File: config.mk
export PLATFORM = sky130hd
export DESIGN_NAME = fbfill_ctrl
export DESIGN_NICKNAME = d
export VERILOG_FILES = /design/src/rtl/fbfill_pkg.sv /design/src/rtl/fbfill_ctrl.sv
export SDC_FILE = /design/constraint.sdc
export NUM_CORES = 1
export LEC_CHECK = 0
export BUFFER_PORTS_ARGS = -buffer_cell sky130_fd_sc_hd__buf_4
export CAP_MARGIN = 20
export CORE_AREA = 2 2 39 41
export DETAILED_ROUTE_END_ITERATION = 10
export DIE_AREA = 0 0 41 43
export GPL_TIMING_DRIVEN = 1
export MAX_ROUTING_LAYER = met4
export PLACE_DENSITY = 0.68
export SYNTH_ARGS = -nofsm -noshare
export SYNTH_HDL_FRONTEND = slang
export SYNTH_SLANG_ARGS = --single-unit
export TNS_END_PERCENT = 30
File: constraint.sdc
create_clock -name clock -period 4.2 [get_ports clock]
set_clock_uncertainty 0.1 [all_clocks]
set_input_delay 0.63 -clock clock [delete_from_list [all_inputs] [get_ports clock]]
set_output_delay 0.63 -clock clock [all_outputs]
set_load 0.005 [all_outputs]
File: src/rtl/fbfill_pkg.sv
// Shared definitions for the framebuffer pixel and fill engine.
// Holds field widths, command codes and the controller/datapath interface structs.
// Depends on nothing; every other file of the block but fbfill_ram uses it.
package fbfill_pkg;

   // Default screen geometry.
   localparam int SCREEN_WIDTH_DEF  = 320;
   localparam int SCREEN_HEIGHT_DEF = 240;

   // Field widths of the request and response.
   localparam int CMD_W    = 2;
   localparam int COORD_W  = 12;
   localparam int SIZE_W   = 11;
   localparam int COLOR_W  = 16;
   localparam int REQ_DATA_W = 64;
   localparam int RSP_DATA_W = 16;

   // Bit positions of the fields inside the request data word.
   localparam int POS_X_LSB  = 0;
   localparam int POS_Y_LSB  = POS_X_LSB + COORD_W;
   localparam int RECT_W_LSB = POS_Y_LSB + COORD_W;
   localparam int RECT_H_LSB = RECT_W_LSB + SIZE_W;
   localparam int COLOR_LSB  = RECT_H_LSB + SIZE_W;

   // Command codes.
   localparam logic [CMD_W-1:0] CMD_WRITE = 2'd0;
   localparam logic [CMD_W-1:0] CMD_READ  = 2'd1;
   localparam logic [CMD_W-1:0] CMD_FILL  = 2'd2;
   localparam logic [CMD_W-1:0] CMD_CLEAR = 2'd3;

   // Commands from the controller to the datapath.
   typedef struct packed {
      logic load_req;
      logic calc;
      logic pix_write;
      logic pix_read;
      logic fill_step;
      logic clear_step;
      logic rsp_load;
      logic rsp_refused;
      logic rsp_use_rdata;
   } fbfill_cmd_type;

   // Status from the datapath to the controller.
   typedef struct packed {
      logic [CMD_W-1:0] cmd;
      logic             pix_ok;
      logic             rect_ok;
      logic             rect_empty;
      logic             col_last;
      logic             row_last;
      logic             clr_last;
      logic             rsp_busy;
   } fbfill_stat_type;

endpackage

File: src/rtl/fbfill_ctrl.sv
// Controller state machine of the framebuffer engine.
// Sequences each request through bounds check, memory access and response; uses fbfill_pkg.
module fbfill_ctrl (
   input  logic                        clock,
   input  logic                        reset,
   input  logic                        req_tvalid,
   output logic                        req_tready,
   input  fbfill_pkg::fbfill_stat_type stat,
   output fbfill_pkg::fbfill_cmd_type  cmd
);
   import fbfill_pkg::*;

   localparam logic [3:0] ST_IDLE    = 4'd0;
   localparam logic [3:0] ST_CALC    = 4'd1;
   localparam logic [3:0] ST_WRITE   = 4'd2;
   localparam logic [3:0] ST_READ    = 4'd3;
   localparam logic [3:0] ST_FILL    = 4'd4;
   localparam logic [3:0] ST_CLEAR   = 4'd5;
   localparam logic [3:0] ST_DONE    = 4'd6;
   localparam logic [3:0] ST_DONE_RD = 4'd7;
   localparam logic [3:0] ST_REFUSE  = 4'd8;

   logic [3:0] state_ff;
   logic [3:0] state_in;

   assign req_tready = (state_ff == ST_IDLE);

   // Next state and commands to the datapath.
   always_comb begin
      state_in = state_ff;
      cmd      = '0;
      unique case (state_ff)
         ST_IDLE: begin
            cmd.load_req = req_tvalid;
            if (req_tvalid) begin
               state_in = ST_CALC;
            end
         end
         ST_CALC: begin
            cmd.calc = 1'b1;
            unique case (stat.cmd)
               CMD_WRITE: state_in = stat.pix_ok ? ST_WRITE : ST_REFUSE;
               CMD_READ:  state_in = stat.pix_ok ? ST_READ : ST_REFUSE;
               CMD_FILL: begin
                  if (!stat.rect_ok) begin
                     state_in = ST_REFUSE;
                  end else if (stat.rect_empty) begin
                     state_in = ST_DONE;
                  end else begin
                     state_in = ST_FILL;
                  end
               end
               CMD_CLEAR: state_in = ST_CLEAR;
               default:   state_in = ST_REFUSE;
            endcase
         end
         ST_WRITE: begin
            cmd.pix_write = 1'b1;
            state_in      = ST_DONE;
         end
         ST_READ: begin
            cmd.pix_read = 1'b1;
            state_in     = ST_DONE_RD;
         end
         ST_FILL: begin
            cmd.fill_step = 1'b1;
            if (stat.col_last && stat.row_last) begin
               state_in = ST_DONE;
            end
         end
         ST_CLEAR: begin
            cmd.clear_step = 1'b1;
            if (stat.clr_last) begin
               state_in = ST_DONE;
            end
         end
         ST_DONE: begin
            if (!stat.rsp_busy) begin
               cmd.rsp_load = 1'b1;
               state_in     = ST_IDLE;
            end
         end
         ST_DONE_RD: begin
            if (!stat.rsp_busy) begin
               cmd.rsp_load      = 1'b1;
               cmd.rsp_use_rdata = 1'b1;
               state_in          = ST_IDLE;
            end
         end
         ST_REFUSE: begin
            if (!stat.rsp_busy) begin
               cmd.rsp_load    = 1'b1;
               cmd.rsp_refused = 1'b1;
               state_in        = ST_IDLE;
            end
         end
         default: state_in = ST_IDLE;
      endcase
   end

   // State register.
   always_ff @(posedge clock) begin
      if (reset) begin
         state_ff <= ST_IDLE;
      end else begin
         state_ff <= state_in;
      end
   end

endmodule

**Word level (Yosys, flattened, before mapping)**

Index checks and enable logic that the tools add are counted.

- Output and inout bits: 10
- Flip-flop bits (word level): 4
- Input port bits: 12

- Muxes and demuxes: 21
- Equal/unequal tests: 15
- Reduce and logical (&&, ||, !) cells: 6

Operators by type and width:

| kind | count |
|---|---|
| two-way mux 4 bit | 7 |
| one-hot mux 4 bit (7 select lines) | 1 |
| == test 4 x 3 -> 1 bit, second input constant | 4 |
| one-hot mux 4 bit (4 select lines) | 1 |
| two-way mux 1 bit | 9 |
| == test 4 x 2 -> 1 bit, second input constant | 2 |
| inequality test 2 bit, second input constant | 4 |
| == test 2 bit, second input constant | 2 |
| == test 4 x 1 -> 1 bit, second input constant | 1 |
| == test 4 bit, second input constant | 1 |
| zero test 4 bit | 1 |
| two-way mux 2 bit | 2 |
| AND reduction 4 bit | 1 |
| OR reduction 3 bit | 1 |
| == test 2 x 1 -> 1 bit, second input constant | 1 |
| zero test 2 bit | 1 |
| one-hot mux 1 bit (2 select lines) | 1 |
| OR reduction 2 bit | 1 |
| logical AND 1 bit | 1 |

**Logic depth before layout (Yosys ltp)**

Gate-level depths: netlist of the first run.

- Depth in word-level cells: 4
- Gate-level depth with buffers: 5
- Depth with buffers taken out: 4

**Worst setup path before layout of the first run**

Ideal clock, no wire load.

- Kind: reg-to-output
- Start: register state_ff[1]
- End: output port cmd[8] (netlist name)
- Arrival: 1.004 ns
- Slack: 2.466 ns
- Buffers on the path: 1
- Data required time: 3.470 ns
- Cell stages (with the launch flop): 4
- Cell sequence: dfxtp_1 > buf_4 > nor4_2 > and2_1

RTL lines:

| item | line | RTL |
|---|---|---|
| from (decl) | fbfill_ctrl.sv:23 | `logic [3:0] state_ff;` |
| from (signal assigned) | fbfill_ctrl.sv:106 | `state_ff <= state_in;` |
| to (decl) | fbfill_ctrl.sv:9 | `output fbfill_pkg::fbfill_cmd_type cmd` |

==> results of run 1 <==
==> cell type report <==
type | instances | area (um2) | share of cell area
multi-input combinational | 46 | 352 | 0.550
timing repair buffer | 21 | 158 | 0.247
sequential | 4 | 80.1 | 0.125
clock buffer | 3 | 22.5 | 0.0352
tap | 16 | 20.0 | 0.0313
inverter | 2 | 7.51 | 0.0117
==> power breakdown <==
group | switching (mW) | total (mW) | internal (mW)
clock network | 0.0168 | 0.0488 | 0.0320
logic | 0.0891 | 0.216 | 0.127
registers | 0.0565 | 0.110 | 0.0532
total | 0.162 | 0.374 | 0.212
==> path summary, 6_finish.rpt <==
| kind | start | to | slack (ps) | cells past startpoint |
|---|---|---|---|---|
| worst min register to register | state_ff[3]$_SDFFE_PP0P_ | state_ff[3]$_SDFFE_PP0P_ | 540 | 2 |
| worst max-delay path | state_ff[3]$_SDFFE_PP0P_ | cmd[1] | 1970 | 3 |
| worst max register to register | state_ff[1]$_SDFFE_PP0P_ | state_ff[2]$_SDFFE_PP0P_ | 2470 | 4 |
| worst min-delay path | reset | state_ff[0]$_SDFFE_PP0P_ | 480 | 2 |
==> cell usage in the layout, fill, tap and decap left out, drive strengths merged, types with 2 or more instances in the layout <==
| master | netlist | routed |
|---|---|---|
| nor2 | 4 | 4 |
| a31oi | 2 | 2 |
| nand2 | 6 | 6 |
| nor4b | 3 | 3 |
| o21ai | 3 | 3 |
| nand2b | 2 | 2 |
| dfxtp | 4 | 4 |
| clkbuf | 0 | 3 |
| nor3 | 3 | 3 |
| nor3b | 2 | 2 |
| buf | 4 | 21 |
| inv | 2 | 2 |
| a211oi | 3 | 3 |
| nand3b | 2 | 2 |
==> worst max-delay path: cells and delay by family, from the launching register on <==
kind,cells,cell delay [ps]
buffers and inverters,1,120
flip-flops,1,570
AND/OR/NAND/NOR,2,570
==> cell families after synthesis <==
kind of cell              after synthesis
AOI/OAI and AO/OA                      15
buffers and inverters                   6
xor gates and xnor gates                1
DFF                                     4
and+or+nand+nor                        30
==> layer usage <==
layer / track usage / wire length (um) / vias up
met5: - / 0 / -
met4: 0.120 / 39 / 0
met3: 0.0157 / 104 / 4
met2: 0.213 / 489 / 24
met1: 0.174 / 481 / 221
li1: - / - / 252
==> through the flow <==
stage	cell area (um2)	setup slack [ps]
final	639	1970
after global routing	639	1840
after CTS	639	1960
after detailed placement	617	2220
after global placement	617	2290
after floorplan	480	2470
==> results.yml, run 1 <==
worst_setup_path:
  cp_max_fo: 10
  required_ps: 3470
  cp_cell_sequence: "nor4b_2, nor2b_1, buf_4"
  startpoint_type: "flip-flop"
  arrival_ps: 1500
  critPathMaxStageDelay_ps: 570
  crit_path_end_kind: "output port"
  slowest_stage: "dfxtp_1"
  setup.worst_path.class: "reg2out"
die:
  dieArea_um2: 1760
  die_x_um: 41
  initial_utilization: 0.347
  num_io_pins: 22
  core_area_um2: 1380
  rows: 14
  dieHeight_um: 43
global_route:
  grt_pass1_vias: 420
  antenna_found_initial: 0
  grt_max_degree: 14
  grt_usage: 0.147
  grt_overflow_total: 0
  grt_pass1_wl_mm: 1.72
cts:
  clk_pin_slew_ps: 40
  cts-buffers-inserted: 3
  clock_path_buffers: 2
  clock_sinks: 4
  htreeDepth: 1
  ctsResizeCount: 0
  clk_latency_ps: 240
  ctsHoldBuffers: 0
  tritoncts: "built"
  cts_root_buf: "clkbuf_4"
  postCtsSetupRepairBufs: 0
synthesis:
  netlist_instances: 56
  syn-cell-area_um2: 480
  yosysMostFrequentCell: "nand2_1"
  synth_compound_area_frac: 0.268
  synth_area_leaders: "dfxtp_1 17%, a211oi_2 7.8%, buf_6 7.0%"
  synth-simple-area-share: 0.445
  ys_seq_area_frac: 0.167
  syn_avg_cell_area_um2: 8.58
  synth_edf_count: 0
  yosysWarnings: 0
  netlist.top_cell.by_area: "dfxtp_1"
  synth.top_cell.area_share: 0.167
  synth_adder_area_share: 0
  synth_xor_area_frac: 0.0182
  ys_types: 31
  muxShareOfSynthArea: 0
  syn_nets: 68
  synth-main-ff-cell: "dfxtp_1"
  yosys-top-cells-count: "6 x nand2_1, 4 x dfxtp_1, 4 x nor2_1"
  synth_top_family_by_area: "simple AND/OR/NAND/NOR gates"
  synthArstFlopShare: 0
  ys_seq_elements: 4
finish:
  finish.utilization: 0.462
  layout-drive-gt1-share: 0.434
  syn2layout_area_growth_pct: 33.1
  regMostFlops: "state_ff"
  n_antenna_cell: 0
  largest_reg_flops: 4
  top_regs: "state_ff: 4 flops"
  final_cell_count_no_fill: 92
  fin_nets: 90
  fillers: 140
routing:
  vias: 501
  firstDrtPassIters: 2
  wl_mm: 1.12
  drtIter0Drc: 3
  detail-route-antenna-nets: 0
  vias_per_cell: 5.45
  wire_per_inst_um: 12.1
  drc_errors: 0
min_path:
  hold_class: "in2reg"
timing:
  post-route-period-util: 0.531
  slew_viol_final: 0
  worstMarginPinSlew_ps: 555
  rsz0062_at_grt: "false"
  period_minus_slack_ps: 2230
  fmax_mhz: 448
  finalSetupTns_ps: 0
  whs_ps: 483
  finalHoldViolCount: 0
  relSlewSlack: 0.629
  setup_viol: 0
power_and_ir_drop:
  power_mw: 0.374
  leakage_nw: 0.263
  power_density_nw_per_um2: 585
  ir_drop_v: 0.000256
placed_design:
  hpwl_um: 866
  dp.cells: 89
  io_buffer_count: 21
  place_congestion: 0.829
run_status:
  run_status: "finished clean"
job:
  maxCapViolations: 0
(Power assumes the default switching activity.)
==> inputs of run 2 (changes only) <==
--- a/config.mk
+++ b/config.mk
@@ -12,7 +12,7 @@
 export DIE_AREA = 0 0 41 43
 export GPL_TIMING_DRIVEN = 1
 export MAX_ROUTING_LAYER = met4
-export PLACE_DENSITY = 0.68
+export PLACE_DENSITY = 0.71
 export SYNTH_ARGS = -nofsm -noshare
 export SYNTH_HDL_FRONTEND = slang
 export SYNTH_SLANG_ARGS = --single-unit
==> constraint.sdc (replaced) <==
create_clock -name clock -period 1.85 [get_ports clock]
set_clock_uncertainty 0.1 [all_clocks]
set_input_delay 0.2775 -clock clock [delete_from_list [all_inputs] [get_ports clock]]
set_output_delay 0.2775 -clock clock [all_outputs]
set_load 0.005 [all_outputs]
==> run 2 against run 1 <==
Compared with the run above:
- die area unchanged
- final cell count up 3.3%
- largest cell class unchanged
- final area rose by 6.7%
- clock power is 120% higher
- routed wire length up 7.5%
- critical endpoint is now cmd[7]
- highest routed layer unchanged
- global-route usage is 1.2 points higher
- power increased by 150%
- critical path depth shrank 1
==> results.yml, run 2 (synthesis results as in run 1) <==
finish:
  regMostFlops: "state_ff"
  fin_nets: 93
  layout_common_cells: "24 x buf_4, 6 x nand2_1, 4 x nor2_1"
  final_area_um2: 682
  largest_reg_flops: 4
  layout-drive-gt1-share: 0.481
  n_antenna_cell: 0
  fillers: 150
  syn2layout_area_growth_pct: 41.9
  final_common_cell: "buf_4"
  top_regs: "state_ff: 4 flops"
die:
  die_x_um: 41
  core_area_um2: 1380
  num_io_pins: 22
  dieArea_um2: 1760
  initial_utilization: 0.347
  dieHeight_um: 43
  rows: 14
routing:
  drc_errors: 0
  vias_per_cell: 5.41
  firstDrtPassIters: 3
  detail-route-antenna-nets: 0
  wire_per_inst_um: 12.6
  vias: 514
  drtIter0Drc: 13
  wl_mm: 1.20
timing:
  post-route-period-util: 0.936
  fmax_mhz: 577
  period_minus_slack_ps: 1730
  setup_viol: 0
  worstMarginPinSlew_ps: 389
  rsz0062_at_grt: "false"
  relSlewSlack: 0.740
  layout_setup_ws_ps: 118
  finalSetupTns_ps: 0
  slew_viol_final: 0
  finalHoldViolCount: 0
worst_setup_path:
  r2r_slack_ps: 190
  setup.worst_path.class: "reg2out"
  required_ps: 1470
  crit_path_end_kind: "output port"
  cp_max_fo: 7
  startpoint_type: "flip-flop"
  arrival_ps: 1350
cts:
  clock_sinks: 4
  clk_latency_ps: 230
  clock_path_buffers: 2
  postCtsSetupRepairBufs: 0
  cts-buffers-inserted: 3
  clk_pin_slew_ps: 40
  tritoncts: "built"
  ctsHoldBuffers: 0
  htreeDepth: 1
  cts_root_buf: "clkbuf_4"
  ctsResizeCount: 1
global_route:
  use_met3: 0.0314
  grt_max_degree: 14
  grt_pass1_vias: 455
  grt_usage: 0.159
  grt_overflow_total: 0
  grt_pass1_wl_mm: 1.84
  grtUsageMet2: 0.244
  met1_usage: 0.179
  antenna_found_initial: 0
  busiest_layer: "met2"
placed_design:
  dpl_cell_area_um2: 639
  place_congestion: 0.772
  hpwl_um: 953
  pre_cts_slack_ps: 181
  io_buffer_count: 21
min_path:
  hold_class: "in2reg"
power_and_ir_drop:
  leakage_nw: 0.283
  ir_drop_v: 0.000522
  power_density_nw_per_um2: 1360
job:
  maxCapViolations: 0
run_status:
  run_status: "finished clean"
==> run 2: cell types whose count changed in the layout (fill, tap and decap cells not counted) <==
cell     change
dfxtp_1      -2
nor4_2       -1
buf_4        +3
nor4b_2      -1
dfxtp_2      +2
nor4_4       +1
nor4b_4      +1
==> run 2: layer usage <==
layer | share of wire | wire [um] | up-vias
li1 | - | - | 261
met1 | 0.42 | 505 | 226
met2 | 0.47 | 569 | 23
met3 | 0.085 | 102 | 4
met4 | 0.018 | 22 | 0
met5 | 0 | 0 | -
==> run 2: layout make-up <==
class	instances	area (um2)	share of cell area
inverter	2	7.51	0.0110
multi-input combinational	46	369	0.541
sequential	4	82.6	0.121
clock buffer	3	22.5	0.0330
timing repair buffer	24	180	0.264
tap	16	20.0	0.0294
==> run 2: where the power goes <==
group          switching, mW  internal (mW)
combinational          0.255          0.331
sequential             0.111          0.125
clock                 0.0349         0.0725
total                  0.401          0.528
==> run 2: path summary, 6_finish.rpt <==
check / start / endpoint / cells after the start
setup / recovery: state_ff[0]$_SDFFE_PP0P_ / cmd[7] / 2
hold / removal: reset / state_ff[0]$_SDFFE_PP0P_ / 2
setup reg to reg: state_ff[0]$_SDFFE_PP0P_ / state_ff[1]$_SDFFE_PP0P_ / 4
hold reg to reg: state_ff[3]$_SDFFE_PP0P_ / state_ff[3]$_SDFFE_PP0P_ / 2
==> run 2: critical path: stages (launching register included) <==
cell and delay, ps:
dfxtp_1 520, nor4b_2 420, buf_4 180
==> run 2: through the flow <==
stage / power, mW / hold slack, ps / cells / util
after global placement: 0.772 / 380 / 92 / 0.462
final: 0.930 / 140 / 95 / 0.493
after detailed placement: 0.782 / 382 / 92 / 0.462
after global routing: 1.01 / 130 / 95 / 0.493
after CTS: 0.916 / 135 / 95 / 0.485
after floorplan: 0.614 / 242 / 56 / -
